File: src/sine_tone_generator_macros.svh
// Assertion macros shared by the sine tone generator RTL.
`ifndef SINE_TONE_GENERATOR_MACROS_SVH
`define SINE_TONE_GENERATOR_MACROS_SVH

// Same-cycle implication, checked outside reset.
`define STG_ASSERT_NOW(label, ante, cons, msg) \
    label: assert property (@(posedge clk) disable iff (!rst_n) (ante) |-> (cons)) \
        else $error(msg);

// Next-cycle implication, checked outside reset.
`define STG_ASSERT_NEXT(label, ante, cons, msg) \
    label: assert property (@(posedge clk) disable iff (!rst_n) (ante) |=> (cons)) \
        else $error(msg);

`endif

File: src/stg_ram.sv
// Generic single-write, single-read RAM with registered read data.
`default_nettype none

module stg_ram #(
    parameter int WIDTH = 8,
    parameter int DEPTH = 16
) (
    input  wire logic                     clk,
    input  wire logic                     we,
    input  wire logic [$clog2(DEPTH)-1:0] waddr,
    input  wire logic [WIDTH-1:0]         wdata,
    input  wire logic                     re,
    input  wire logic [$clog2(DEPTH)-1:0] raddr,
    output logic      [WIDTH-1:0]         rdata
);

    logic [WIDTH-1:0] mem [DEPTH];

    // Write port
    always_ff @(posedge clk)
    begin
        if (we)
        begin
            mem[waddr] <= wdata;
        end
    end

    // Registered read port; data holds while re is low
    always_ff @(posedge clk)
    begin
        if (re)
        begin
            rdata <= mem[raddr];
        end
    end

endmodule

`default_nettype wire

File: config.mk
export PLATFORM = sky130hd
export DESIGN_NAME = stg_ram
export DESIGN_NICKNAME = d
export VERILOG_FILES = /design/src/sine_tone_generator_macros.svh /design/src/stg_ram.sv
export SDC_FILE = /design/constraint.sdc
export NUM_CORES = 1
export LEC_CHECK = 0
export BUFFER_PORTS_ARGS = -buffer_cell sky130_fd_sc_hd__buf_2
export CAP_MARGIN = 40
export CELL_PAD_IN_SITES_DETAIL_PLACEMENT = 1
export CELL_PAD_IN_SITES_GLOBAL_PLACEMENT = 2
export CORE_MARGIN = 8
export CORE_UTILIZATION = 48
export CTS_CLUSTER_DIAMETER = 30
export DETAILED_ROUTE_END_ITERATION = 8
export GPL_ROUTABILITY_DRIVEN = 0
export PLACE_DENSITY = 0.88
export SLEW_MARGIN = 20
export SYNTH_ARGS = -nofsm -noshare
export SYNTH_HDL_FRONTEND = slang
export SYNTH_SLANG_ARGS = --single-unit
File: constraint.sdc
create_clock -name clk -period 1.8 [get_ports clk]
set_input_delay 0.18 -clock clk [delete_from_list [all_inputs] [get_ports clk]]
set_output_delay 0.18 -clock clk [all_outputs]
set_load 0.02 [all_outputs]
=== Word level (Yosys, flattened, before mapping) ===
Memory sizes are Yosys's and may differ from the RTL's. A register that Yosys moved wholly into a read port is not among the register bits.
Index checks and enable logic that the tools add are counted.

* Mux-type cells: 2

{| class="wikitable"
|+ Operators by type and width
! operator !! count
|-
| $mux 1 || 2
|}

* Flip-flop bits (word level): 0
* Memory bits (writable): 128
* Input bits: 19
* Output and inout bits: 8
* Word-level logic and storage cells: 3
* Memories kept: 1

{| class="wikitable"
|+ Memories
! name !! depth !! width !! read ports !! clocked after Yosys merged registers in !! write ports !! RTL line !! source
|-
| mem || 16 || 8 || 1 || 1 || 1 || stg_ram.sv:17 || <nowiki>logic [WIDTH-1:0] mem [DEPTH];</nowiki>
|}

=== Longest topological paths before layout ===
* Depth in word-level cells: 2
* Depth in mapped cells: 5
* Mapped depth without buffers: 3

=== Worst setup path before layout ===
Ideal clock, no wire load.

* Path kind: input-to-reg
* From: input port waddr[2]
* To: memory mem[0][0] (enable)
* Data arrival time: 1290 ps
* Path slack: 127 ps
* Cell stages on the path: 2
* Cell sequence: or3b_2 -> nor3_1

{| class="wikitable"
|+ RTL lines
! element !! RTL line !! source
|-
| start, declared || stg_ram.sv:10 || <nowiki>input wire logic [$clog2(DEPTH)-1:0] waddr,</nowiki>
|-
| end, declared || stg_ram.sv:17 ||
|}

No word-level cell before the write port.

==> reports/metrics.cfg <==
[timing]
slew_headroom_pct=70.41
clock.fmax_mhz=645.3
setup_viol_count_final=0
setup_ws_ns=0.2503
slew_viol_final=0
fin_crit_sh_pct=86.09
finClkSkew_ns=0.008824
rsz0062_at_grt=no
min_period_ns=1.550
final.setup.tns_ns=0
whs_ns=0.04147
hold_violations=0
tightestPinTransition_ns=0.4438

[logic_synthesis]
synth_warnings=0
synth-seq-area-share_pct=78.12
netlist_area_um2=5228
synth_area_per_cell_um2=22.83
syn_inst=229
syn-num-nets=248
synth_cell_types=18
ys_seq_elements=136

[pwr]
seqPwrFrac_pct=49.5
netSwitchingPower_w=0.001457
powerDensity_nw_per_um2=1165
p_clk_share_pct=45.5
ir_worst_vdd_mv=0.6992
p_sw_share_pct=20.09
leakage_nw=2.121
comb_power_share_pct=5.0
p_int_w=0.005795
p_total_w=0.007252

[critical_path]
crit_fanout=1
endpoint_kind=flip-flop
cpMaxStageDelayCell=mux4_1
arrival_ns=1.82
cp_cell_sequence=mux4_1 > a22oi_1 > nand2_1
crit_type=reg2reg
cp-start-kind=flip-flop
slowest_delay_ns=0.54
cp.required_ns=2.07

[grt]
grt_max_degree=33
grt_pass1_vias=2788
antenna_found_initial=0
grtUsageMet3_pct=5.221
grt_util_met2_pct=26.05
grt_usage_pct=16.93
grtUsageMet1_pct=21.92
grt_most_used_layer=met2
grt.overflow.total=0
grt_pass1_wl_mm=17.35

[clocking]
clk_path_buf_depth=2
cts_root_buf=clkbuf_8
cts.htree.levels=4
clk_latency_ns=0.52
cts_tree=built
cts.sinks=136
numCtsBuffers=17
clk_pin_slew_ns=0.06

[floorplanning]
initial_core_util_pct=48.65
die_height_um=120.4
rows=38
die_w_um=120.4
io_pins=27
core_area_um2=10750
dieArea_um2=14490

[detailed_routing]
ant_nets=0
dr_total_vias=2574
drt_iter0_markers=216
vias_per_cell=5.837
wl_per_cell_um=26.21
routed_wl_mm=11.56
firstDrtPassIters=4
route.detailed.drc=0

[outcome]
outcome=complete, no violations

[cells_and_area]
final_common_cell=edfxtp_1
nets=307
syn2layout_area_growth_pct=19.08
final_cell_mix=edfxtp_1, buf_2, buf_4
fin_cells=441
antennaDiodeCount=0
final_layout_size_suffix_gt1_share_pct=30.90

[job]
drv_cap=0

[placement]
dp_slack_ns=0.008668
place_inst=408
dp_hpwl_mm=7.284
portBuffers=26

[worst_hold_path]
hold_path.class=in2reg

## power by group through the flow
| stage | combinational (W) | sequential [W] | clock (W) |
|---|---|---|---|
| floorplan | 0.000180 | 0.00367 | 0 |
| global placement | 0.000346 | 0.00365 | 0 |
| detailed placement | 0.000361 | 0.00365 | 0 |
| CTS | 0.000367 | 0.00359 | 0.00335 |
| global route | 0.000389 | 0.00359 | 0.00346 |
| finish | 0.000363 | 0.00359 | 0.00330 |
## routing by layer
layer | vias to the layer above | wire, um | share of wire (%)
met5 | - | 0 | 0
met2 | 115 | 5706 | 49
met4 | 0 | 102 | 0.88
met3 | 8 | 822 | 7.1
li1 | 1100 | - | -
met1 | 1351 | 4926 | 43
## critical path, delay by kind of cell, from the launching register on
kind | cells | cell delay [ns]
flip-flops | 1 | 0.41
AND/OR/NAND/NOR | 1 | 0.10
multiplexers | 1 | 0.54
AO/OA/AOI/OAI | 1 | 0.26
## final cells by class
cell class | count | area [um^2]
clock buffer | 20 | 425.4
timing repair buffer | 50 | 350.3
sequential | 136 | 4084
fill | 954 | 4521
clock inverter | 12 | 132.6
tap | 140 | 175.2
multi-input combinational | 83 | 1057
## stage by stage
stage / utilization, % / cell area, um^2
after floorplan: - / 5228
after global placement: 52.64 / 5657
after detailed placement: 52.64 / 5657
after CTS: 57.93 / 6225
after global routing: 57.93 / 6225
final: 57.93 / 6225
## cell families after synthesis
family / Yosys count / share of synthesized area (%)
flip-flops: 136 / 78.12
AND/OR/NAND/NOR: 35 / 3.136
multiplexers: 32 / 14.79
AO/OA/AOI/OAI: 16 / 2.298
buffers and inverters: 10 / 1.651
## synthesized netlist by cell type
library cell	instances	area share [%]
edfxtp_1	136	78
mux4_2	18	7.8
a22oi_1	16	2.3
mux4_1	14	7.0
nor2_1	13	0.93
nand2_1	9	0.65
nor3_1	4	0.38
buf_2	3	0.29
buf_6	3	0.65
clkdlybuf4s25_2	3	0.57
nand2b_1	2	0.24
nand3b_1	2	0.29
and2_1	1	0.12
and2b_1	1	0.14
buf_4	1	0.14
nand3_1	1	0.096
nor2b_1	1	0.12
or3b_2	1	0.17
## registers in the layout, indices dropped and copies added, names as in the netlist
| name | count |
|---|---|
| mem | 128 |
| rdata | 8 |
## what timing repair did
| item | 4_1_cts | 5_1_grt |
|---|---|---|
| gates resized for setup | 0 | 0 |
| setup buffers | 0 | 0 |
| setup endpoints to repair | 0 | 0 |
| hold buffers | 1 | 0 |
| hold endpoints to repair | 8 | 0 |
## worst paths after layout
| kind | end | cells past startpoint | start | slack (ns) |
|---|---|---|---|---|
| max reg2reg | rdata[2]$_DFFE_PP_ | 3 | mem[3][2]$_DFFE_PP_ | 0.25 |
| max | rdata[2]$_DFFE_PP_ | 3 | mem[3][2]$_DFFE_PP_ | 0.25 |
| min reg2reg | rdata[5]$_DFFE_PP_ | 3 | mem[14][5]$_DFFE_PP_ | 0.76 |
| min | mem[3][0]$_DFFE_PP_ | 1 | wdata[0] | 0.04 |
Note: power is estimated with default switching activity, not from simulation.
