==> config.mk <==
export PLATFORM = sky130hd
export DESIGN_NAME = stg_table_fill
export DESIGN_NICKNAME = d
export VERILOG_FILES = /design/src/sine_tone_generator_macros.svh /design/src/stg_pkg.sv /design/src/stg_table_fill.sv
export SDC_FILE = /design/constraint.sdc
export NUM_CORES = 2
export LEC_CHECK = 0
export BUFFER_PORTS_ARGS = -buffer_cell sky130_fd_sc_hd__buf_2
export CELL_PAD_IN_SITES_DETAIL_PLACEMENT = 1
export CELL_PAD_IN_SITES_GLOBAL_PLACEMENT = 1
export CORE_ASPECT_RATIO = 0.8
export CORE_UTILIZATION = 52
export DETAILED_ROUTE_END_ITERATION = 8
export GPL_TIMING_DRIVEN = 0
export HOLD_SLACK_MARGIN = 0.06
export PLACE_DENSITY_LB_ADDON = 0.1
export SETUP_SLACK_MARGIN = 0.5
export SLEW_MARGIN = 20
export SYNTH_ARGS = -nofsm -noshare
export SYNTH_HDL_FRONTEND = slang
export SYNTH_SLANG_ARGS = --single-unit
==> constraint.sdc <==
create_clock -name clk -period 11.8 [get_ports clk]
set_input_delay 0.59 -clock clk [delete_from_list [all_inputs] [get_ports clk]]
set_output_delay 0.59 -clock clk [all_outputs]
set_load 0.03 [all_outputs]
==> src/sine_tone_generator_macros.svh <==
// Assertion macros shared by the sine tone generator RTL.
`ifndef SINE_TONE_GENERATOR_MACROS_SVH
`define SINE_TONE_GENERATOR_MACROS_SVH

// Same-cycle implication, checked outside reset.
`define STG_ASSERT_NOW(label, ante, cons, msg) \
    label: assert property (@(posedge clk) disable iff (!rst_n) (ante) |-> (cons)) \
        else $error(msg);

// Next-cycle implication, checked outside reset.
`define STG_ASSERT_NEXT(label, ante, cons, msg) \
    label: assert property (@(posedge clk) disable iff (!rst_n) (ante) |=> (cons)) \
        else $error(msg);

`endif

==> src/stg_pkg.sv <==
// Shared constants, types and tables for the sine tone generator.
`default_nettype none

package stg_pkg;

    // Datapath sizing
    localparam int PHASE_BITS      = 32;
    localparam int TABLE_ADDR_BITS = 10;
    localparam int SAMPLE_BITS     = 16;
    localparam int STEP_BITS       = 32;

    // Quarter-wave table geometry
    localparam int QUARTER_LEN = 1 << TABLE_ADDR_BITS;
    localparam int TBL_DEPTH   = QUARTER_LEN + 1;
    localparam int TBL_AW      = TABLE_ADDR_BITS + 1;
    localparam int MAG_BITS    = SAMPLE_BITS - 1;
    localparam logic [MAG_BITS-1:0] AMP = '1;

    // Table build arithmetic (Q2.30 angles, Q30 sine)
    localparam int FRAC_BITS = 30;
    localparam int WORD_BITS = 32;
    localparam int PROD_BITS = 2 * WORD_BITS;
    localparam int SUM_BITS  = WORD_BITS + 1;
    localparam int ACC_BITS  = WORD_BITS + TABLE_ADDR_BITS;
    localparam int DIV_BITS  = 10;
    localparam int TERM_BITS = 4;
    localparam int MAX_TERMS = 12;
    localparam logic [WORD_BITS-1:0] PIHALF_Q30 = 32'd1686629713;

    // Configuration port
    localparam int CFG_ADDR_W = 3;
    localparam int CFG_DATA_W = 32;
    localparam int REG_IDX_W  = CFG_ADDR_W - 2;
    localparam logic [REG_IDX_W-1:0] REG_PHASE_STEP = '0;

    // Table builder sequencer
    typedef enum logic [3:0] {
        FILL_LOAD,
        FILL_MUL1,
        FILL_MUL2,
        FILL_RECIP,
        FILL_BACK,
        FILL_TERM,
        FILL_DIFF,
        FILL_SCALE,
        FILL_WRITE,
        FILL_DONE
    } fill_state_t;

    // Table write port from the builder
    typedef struct packed {
        logic                en;
        logic [TBL_AW-1:0]   addr;
        logic [MAG_BITS-1:0] data;
    } tbl_wr_t;

    // Taylor divisor (2k)(2k+1) for term k
    function automatic logic [DIV_BITS-1:0] taylor_div(input logic [TERM_BITS-1:0] k);
        logic [DIV_BITS-1:0] d;
        unique case (k)
            4'd1:    d = 10'd6;
            4'd2:    d = 10'd20;
            4'd3:    d = 10'd42;
            4'd4:    d = 10'd72;
            4'd5:    d = 10'd110;
            4'd6:    d = 10'd156;
            4'd7:    d = 10'd210;
            4'd8:    d = 10'd272;
            4'd9:    d = 10'd342;
            4'd10:   d = 10'd420;
            4'd11:   d = 10'd506;
            4'd12:   d = 10'd600;
            default: d = 10'd600;
        endcase
        return d;
    endfunction

    // floor(2^32 / divisor) for term k; the quotient estimate is low by at most one
    function automatic logic [WORD_BITS-1:0] taylor_recip(input logic [TERM_BITS-1:0] k);
        logic [WORD_BITS-1:0] r;
        unique case (k)
            4'd1:    r = 32'd715827882;
            4'd2:    r = 32'd214748364;
            4'd3:    r = 32'd102261126;
            4'd4:    r = 32'd59652323;
            4'd5:    r = 32'd39045157;
            4'd6:    r = 32'd27531841;
            4'd7:    r = 32'd20452225;
            4'd8:    r = 32'd15790320;
            4'd9:    r = 32'd12558383;
            4'd10:   r = 32'd10226112;
            4'd11:   r = 32'd8488077;
            4'd12:   r = 32'd7158278;
            default: r = 32'd7158278;
        endcase
        return r;
    endfunction

endpackage

`default_nettype wire

==> src/stg_table_fill.sv <==
// Quarter-wave sine table builder: Taylor series on one shared multiplier.
`default_nettype none

module stg_table_fill (
    input  wire logic             clk,
    input  wire logic             rst_n,
    output stg_pkg::tbl_wr_t      wr,
    output logic                  done
);

    stg_pkg::fill_state_t                    state_reg, state_next;
    logic [stg_pkg::TBL_AW-1:0]              idx_reg, idx_next;
    logic [stg_pkg::ACC_BITS-1:0]            acc_reg, acc_next;
    logic [stg_pkg::TERM_BITS-1:0]           k_reg, k_next;
    logic [stg_pkg::WORD_BITS-1:0]           t_reg, t_next;
    logic [stg_pkg::SUM_BITS-1:0]            pos_reg, pos_next;
    logic [stg_pkg::SUM_BITS-1:0]            neg_reg, neg_next;
    logic [stg_pkg::WORD_BITS-1:0]           n_reg, n_next;
    logic [stg_pkg::WORD_BITS-1:0]           q_reg, q_next;
    logic [stg_pkg::WORD_BITS-1:0]           sin_reg, sin_next;
    logic [stg_pkg::PROD_BITS-1:0]           prod_reg, prod_next;

    logic [stg_pkg::WORD_BITS-1:0]           x;
    logic [stg_pkg::WORD_BITS-1:0]           mul_a, mul_b;
    logic [stg_pkg::WORD_BITS-1:0]           div_w;
    logic [stg_pkg::WORD_BITS-1:0]           rem;
    logic [stg_pkg::WORD_BITS-1:0]           term;
    logic [stg_pkg::PROD_BITS-stg_pkg::FRAC_BITS-1:0] scaled;
    logic                                    last_entry;

    // Angle of the current entry: floor(PIHALF_Q30 * idx / QUARTER_LEN)
    assign x          = acc_reg[stg_pkg::TABLE_ADDR_BITS +: stg_pkg::WORD_BITS];
    assign div_w      = stg_pkg::WORD_BITS'(stg_pkg::taylor_div(k_reg));
    assign last_entry = (idx_reg == stg_pkg::TBL_AW'(stg_pkg::QUARTER_LEN));
    assign rem        = n_reg - prod_reg[stg_pkg::WORD_BITS-1:0];
    assign term       = (rem >= div_w) ? q_reg + 1'b1 : q_reg;
    assign scaled     = prod_reg[stg_pkg::PROD_BITS-1:stg_pkg::FRAC_BITS];

    // Shared multiplier, product registered every cycle
    assign prod_next = mul_a * mul_b;

    // Sequencer: next state, operand selection and table write
    always_comb
    begin
        state_next = state_reg;
        idx_next   = idx_reg;
        acc_next   = acc_reg;
        k_next     = k_reg;
        t_next     = t_reg;
        pos_next   = pos_reg;
        neg_next   = neg_reg;
        n_next     = n_reg;
        q_next     = q_reg;
        sin_next   = sin_reg;
        mul_a      = '0;
        mul_b      = '0;
        wr         = '0;
        done       = 1'b0;

        unique case (state_reg)
            stg_pkg::FILL_LOAD:
            begin
                t_next     = x;
                pos_next   = {1'b0, x};
                neg_next   = '0;
                k_next     = stg_pkg::TERM_BITS'(1);
                state_next = stg_pkg::FILL_MUL1;
            end
            stg_pkg::FILL_MUL1:
            begin
                mul_a      = t_reg;
                mul_b      = x;
                state_next = stg_pkg::FILL_MUL2;
            end
            stg_pkg::FILL_MUL2:
            begin
                mul_a      = prod_reg[stg_pkg::FRAC_BITS +: stg_pkg::WORD_BITS];
                mul_b      = x;
                state_next = stg_pkg::FILL_RECIP;
            end
            stg_pkg::FILL_RECIP:
            begin
                // Quotient estimate by reciprocal multiply
                n_next     = prod_reg[stg_pkg::FRAC_BITS +: stg_pkg::WORD_BITS];
                mul_a      = n_next;
                mul_b      = stg_pkg::taylor_recip(k_reg);
                state_next = stg_pkg::FILL_BACK;
            end
            stg_pkg::FILL_BACK:
            begin
                // Multiply back to get the remainder
                q_next     = prod_reg[stg_pkg::WORD_BITS +: stg_pkg::WORD_BITS];
                mul_a      = q_next;
                mul_b      = div_w;
                state_next = stg_pkg::FILL_TERM;
            end
            stg_pkg::FILL_TERM:
            begin
                // Correct the quotient, then add or subtract the term
                t_next = term;
                if (term != '0)
                begin
                    if (k_reg[0])
                    begin
                        neg_next = neg_reg + stg_pkg::SUM_BITS'(term);
                    end
                    else
                    begin
                        pos_next = pos_reg + stg_pkg::SUM_BITS'(term);
                    end
                end
                if (term == '0 || k_reg == stg_pkg::TERM_BITS'(stg_pkg::MAX_TERMS))
                begin
                    state_next = stg_pkg::FILL_DIFF;
                end
                else
                begin
                    k_next     = k_reg + 1'b1;
                    state_next = stg_pkg::FILL_MUL1;
                end
            end
            stg_pkg::FILL_DIFF:
            begin
                sin_next   = (pos_reg > neg_reg) ?
                             stg_pkg::WORD_BITS'(pos_reg - neg_reg) : '0;
                state_next = stg_pkg::FILL_SCALE;
            end
            stg_pkg::FILL_SCALE:
            begin
                mul_a      = sin_reg;
                mul_b      = stg_pkg::WORD_BITS'(stg_pkg::AMP);
                state_next = stg_pkg::FILL_WRITE;
            end
            stg_pkg::FILL_WRITE:
            begin
                // Cap at full scale; the last entry is full scale by definition
                wr.en   = 1'b1;
                wr.addr = idx_reg;
                if (last_entry || scaled > stg_pkg::PROD_BITS'(stg_pkg::AMP))
                begin
                    wr.data = stg_pkg::AMP;
                end
                else
                begin
                    wr.data = stg_pkg::MAG_BITS'(scaled);
                end
                if (last_entry)
                begin
                    state_next = stg_pkg::FILL_DONE;
                end
                else
                begin
                    idx_next   = idx_reg + 1'b1;
                    acc_next   = acc_reg + stg_pkg::ACC_BITS'(stg_pkg::PIHALF_Q30);
                    state_next = stg_pkg::FILL_LOAD;
                end
            end
            stg_pkg::FILL_DONE:
            begin
                done = 1'b1;
            end
            default:
            begin
                state_next = stg_pkg::FILL_DONE;
            end
        endcase
    end

    // Control state
    always_ff @(posedge clk or negedge rst_n)
    begin
        if (!rst_n)
        begin
            state_reg <= stg_pkg::FILL_LOAD;
            idx_reg   <= '0;
            acc_reg   <= '0;
            k_reg     <= '0;
        end
        else
        begin
            state_reg <= state_next;
            idx_reg   <= idx_next;
            acc_reg   <= acc_next;
            k_reg     <= k_next;
        end
    end

    // Arithmetic working registers
    always_ff @(posedge clk)
    begin
        t_reg    <= t_next;
        pos_reg  <= pos_next;
        neg_reg  <= neg_next;
        n_reg    <= n_next;
        q_reg    <= q_next;
        sin_reg  <= sin_next;
        prod_reg <= prod_next;
    end

endmodule

`default_nettype wire

Yosys cells after proc, flatten, opt, wreduce, memory -nomap -nowiden
Memories as Yosys holds them, arrays and structs flattened.
Index checks and enable logic that the tools add are counted.
- flip-flop bits (word level): 319
- bits in read-only memories: 608
- bits of input ports: 2
- output and inout bits: 28
- logic and storage cells: 71
- memories kept: 2
- memory list (name ; depth ; width ; rd ports ; clocked after memory_dff ; wr ports ; RTL line ; source):
    (no name shown) ; 16 ; 29 ; 1 ; 0 ; 0 ; stg_pkg.sv:81 ; unique case (k)
    (no name shown) ; 16 ; 9 ; 1 ; 0 ; 0 ; stg_pkg.sv:60 ; unique case (k)
- add/subtract/negate cells: 8
- multipliers: 1
- $lt $le $gt $ge: 3
- equal/unequal tests: 15
- muxes and demuxes: 18
- bitwise gates (word level): 1
- reduce and logical (&&, ||, !) cells: 12
- operators by type and width (cell ; count):
    32-bit case mux with 4 select lines ; 2
    33-bit 2-to-1 mux ; 4
    33-bit case mux with 2 select lines ; 2
    33-bit by 32-bit adder with 33-bit output ; 2
    32-bit by 32-bit multiplier with 64-bit output ; 1
    32-bit case mux with 2 select lines ; 1
    32-bit subtractor ; 2
    42-bit by 31-bit adder with 42-bit output (second input constant) ; 1
    4-bit case mux with 10 select lines ; 1
    34-bit by 15-bit > comparator with 1-bit output (second input constant) ; 1
    33-bit > comparator ; 1
    32-bit by 1-bit adder with 32-bit output (second input constant) ; 1
    32-bit by 10-bit >= comparator with 1-bit output ; 1
    32-bit zero test ; 1
    32-bit 2-to-1 mux ; 1
    32-bit nonzero test ; 1
    27-bit 2-to-1 mux ; 1
    4-bit by 3-bit == test with 1-bit output (second input constant) ; 4
    15-bit 2-to-1 mux ; 1
    4-bit == test (second input constant) ; 3
    11-bit by 1-bit adder with 11-bit output (second input constant) ; 1
    11-bit == test (second input constant) ; 1
    4-bit by 2-bit == test with 1-bit output (second input constant) ; 2
    4-bit 2-to-1 mux ; 2
    other kinds (13) ; 20

Longest topological paths before layout
- depth after elaboration: 7
- mapped depth: 40

Worst setup path before layout
OpenSTA, ideal clock, no wires.
- path type: register to register
- from: register state_reg[3]
- to: register prod_reg[50] (netlist name)
- setup time: 72 ps
- data arrival time: 9818 ps
- required time: 11728 ps
- slack: 1909 ps
- cell stages (with the launch flop): 38
- path buffers: 4
- clock period less this slack: 9891 ps
- cells stage by stage: dfrtp_1 > buf_2 > nor2b_1 > nand2_1 > clkinv_1 > clkbuf_1 > clkbuf_1 > nand2_1 > and4_1 > clkbuf_1 > nor2_1 > fa_1 > inv_1 > fa_1 > fa_1 > fa_1 > inv_1 > fa_1 > [2 not listed] > inv_1 > fa_1 > fa_1 > ha_1 > a21o_1 > a21o_1 > a21oi_1 > o21ai_0 > a21oi_1 > o211ai_1 > a41oi_1 > o21ai_0 > or2_2 > o31ai_1 > o21a_1 > o21ai_0 > a21oi_1 > xnor2_1
- cells in the longest elaborated chain, start to end: 4
- elaborated cells between the ends (all ways): 10
- RTL lines (element ; RTL line ; source):
    start, declared ; stg_table_fill.sv:11 ; stg_pkg::fill_state_t state_reg, state_next;
    start signal, assigned ; stg_table_fill.sv:174 ; state_reg <= stg_pkg::FILL_LOAD;
    start signal, assigned ; stg_table_fill.sv:181 ; state_reg <= state_next;
    4-bit by 2-bit == test with 1-bit output or 4-bit by 1-bit == test with 1-bit output (tied branches) ; stg_table_fill.sv:60 ; unique case (state_reg)
    2-bit OR reduction (no line) ; -- ;
    32-bit case mux with 4 select lines ; stg_table_fill.sv:60 ;
    32-bit by 32-bit multiplier with 64-bit output (*) ; stg_table_fill.sv:40 ; assign prod_next = mul_a * mul_b;
    via prod_next (one bit) ; stg_table_fill.sv:21 ; logic [stg_pkg::PROD_BITS-1:0] prod_reg, prod_next;
    end signal, assigned ; stg_table_fill.sv:197 ; prod_reg <= prod_next;
    end, declared ; stg_table_fill.sv:21 ;
Mark *: on every way through the listed nets, which the timed path passes. The rest lies on a longest branch.
A chain may end at the register's enable or synchronous reset.

Worst setup path in the final report
- from: register state_reg[0]
- to: register prod_reg[62] (netlist name)
Same word-level chain as after synthesis.

==> run metrics <==
run status finished, final reports clean; Tmin final 11.13 ns; Mapped Nets 7235; # IOs 30; Final #Nets 7335; RSZ-0062 raised after global routing false; Clock transition at path regs 0.07 ns; critical path's slowest cell buf_1; max reg flops 64; synthesized instance count 5915; Vias 45300; Synth Area in XOR/XNOR 3.95%; starting density of the core 52.8%; met3 routed WL 32.2 mm; GRT Resource Usage Total 44.3%; Synth cell types 87; slew margin rel. 14.4%; max cap viols 0; EDFF count, synth 194; CTS tree built; setup tns final 0 ns; first-pass GRT wire length 323 mm; worst min-delay path class reg -> reg; CP arrival 11.64 ns; crit end category flop; GRT overflow 0; Routed WL 224 mm; CP max stage delay 0.85 ns; routability cong. 1.07; multi-input logic area 0.0392 mm²; CTS Root Buffer Type clkbuf_16; drt drc 0; post-synth top area share 34.4%; top cells by area, synth fa_1, edfxtp_1, ha_1; CP Launch Point state_reg[0]; total die area 0.102 mm²; Final Skew 0.0186 ns; fraction of layout cells with a size suffix above 1 5.37%; Detailed Routing Iterations Pass 1 6; FILL cells 11600; Yosys reg bits 319; H-tree depth 1; mux cell area share after synthesis 0.277%; total CTS buffers 29; register area 0.00864 mm²; CTS sink count 319; Core Rows 103; CP Max Fanout 10; Critical Path Most Common Cell fa_1; final setup violation count 0; Slew Viols, Final 0; clk buf depth 3; max layer used met5; Vias per Instance 6.16; Hold Crit Start acc_reg[5]; power density over the cells 39.5 mW/mm²; post-synthesis adder-cell area fraction 44.4%; Post-synth top cells inv_1, fa_1, nor2_1, nand2_1, ha_1; largest family of logic cells by synthesized area adder cells; VDD IR max 0.0875 mV; Leakage Power 26.9 nW; initial antenna violation count 18; Yosys warnings 0; Met2 Routed Length 92.7 mm; Mean Syn Cell Area 8.86 µm²; DIE HEIGHT 286 µm; Post-synth top flop edfxtp_1; initial drt markers 5254; Tcrit/Tclk final 94.3%; routed length on met1 87.1 mm; most frequent cell after synthesis inv_1; Layout Area Growth over Synthesis 7.04%; Final Hold Viols 0; Post-Synth Simple-Gate Area 17.0%; r2r startpoint state_reg[0]; post-place setup slack -1.21 ns; area leader, netlist fa_1; Syn Std Cell Area 0.0524 mm²; Worst setup SP type flop; Least-Margin Pin Slew 1.28 ns; per-cell routed wire length 30.4 µm; Die W 357 µm; Worst EP required 12.31 ns; pin count of the biggest net entering global routing 44; Core ar. 0.0992 mm²; fmax 89.9 MHz; I/O Buffers 29; Clock Latency Late Sink 0.60 ns; PnR worst setup slack 0.670 ns; ANT nets after route 0; half-perimeter wire length after detailed placement 186 mm; number of global-route vias before repair 48100; Synth async-reset ratio 19.1%; sequential element share of the synthesized area 16.5%; Synth Area in Compound Gates 8.62%; kind of critical path reg -> reg
[worst paths after layout]
path / slack, ns / to / cells after the start
max: 0.67 / prod_reg[62] / 32
min: 0.50 / acc_reg[5] / 1
max reg2reg: 0.67 / prod_reg[62] / 32
min reg2reg: 0.50 / acc_reg[5] / 1
max in group asynchronous: 10.64 / acc_reg[37] / 3
min in group asynchronous: 0.61 / acc_reg[8] / 2
[layout make-up]
cell class,instances,area share [%]
multi-input cells,4308,69.8
clock buffers,39,1.47
inverters,1022,6.85
clock inverters,14,0.283
flip-flops and latches,319,15.4
repair buffers,70,1.08
plain buffers,265,2.13
diodes,6,0.0268
well taps,1312,2.93
[kinds of logic (layout without fill, tap and decap cells)]
logic type / Yosys count / after routing
xor gates and xnor gates: 236 / 236
and+or+nand+nor: 2053 / 2053
adders and majority gates: 1318 / 1318
other: 0 / 6
muxes: 14 / 14
DFF: 319 / 319
buffers and inverters: 1288 / 1410
AOI/OAI and AO/OA: 687 / 687
[per-layer routing]
layer	global-route usage [%]	vias up
met2	63.8	2678
li1	-	18800
met3	18.0	574
met1	58.6	23200
met5	1.81	-
met4	18.8	14
[timing repair]
action                     in CTS  in global routing
gates resized for setup        57                169
pin swaps                       1                  4
hold endpoints to repair       18                  0
setup buffers                   2                  9
setup endpoints to repair      36                 21
hold buffers                    1                  0
[worst max-delay path, delay by kind of cell (launching register included)]
kind,cells,cell delay (ns)
and+or+nand+nor,4,0.85
AOI/OAI and AO/OA,11,3.16
xor gates and xnor gates,1,0.17
buffers and inverters,7,2.09
adders and majority gates,9,4.33
DFF,1,0.39
[report_power, final]
group,switching [mW],internal [mW]
registers,0,1.17
logic,0.00498,0.00139
clock network,0.477,0.561
[metrics by stage]
step / utilization, % / std cells / power (mW) / hold slack [ns] / instance area (µm²)
6_report: 56.5 / 7355 / 2.21 / 0.499 / 56100
5_1_grt: 56.5 / 7349 / 2.25 / 0.522 / 56100
4_1_cts: 56.2 / 7339 / 2.22 / 0.504 / 55800
3_5_place_dp: 55.1 / 7283 / 1.20 / 0.488 / 54700
3_3_place_gp: 54.6 / 7256 / 1.20 / 0.476 / 54200
2_1_floorplan: - / 5915 / 1.19 / 0.294 / 52400
[cell usage in the layout (no fill, tap or decap), drive strengths merged, types with 22 or more instances in the layout]
master  netlist  layout
a211oi       26      26
a21o         73      73
a21oi       195     195
a31oi        22      22
and2         47      47
and3         41      41
and4         42      42
buf          34     104
clkbuf      232     267
dfrtp        61      61
dfxtp        64      64
edfxtp      194     194
fa          900     900
ha          418     418
inv        1019    1020
nand2       778     778
nand2b       55      55
nand3        57      57
nand4        58      58
nor2        800     800
nor2b        35      35
nor3         53      53
o21a         42      42
o21ai       142     142
o21bai       29      29
xnor2       137     137
xor2         99      99
Power figures use the tool's default switching activity.
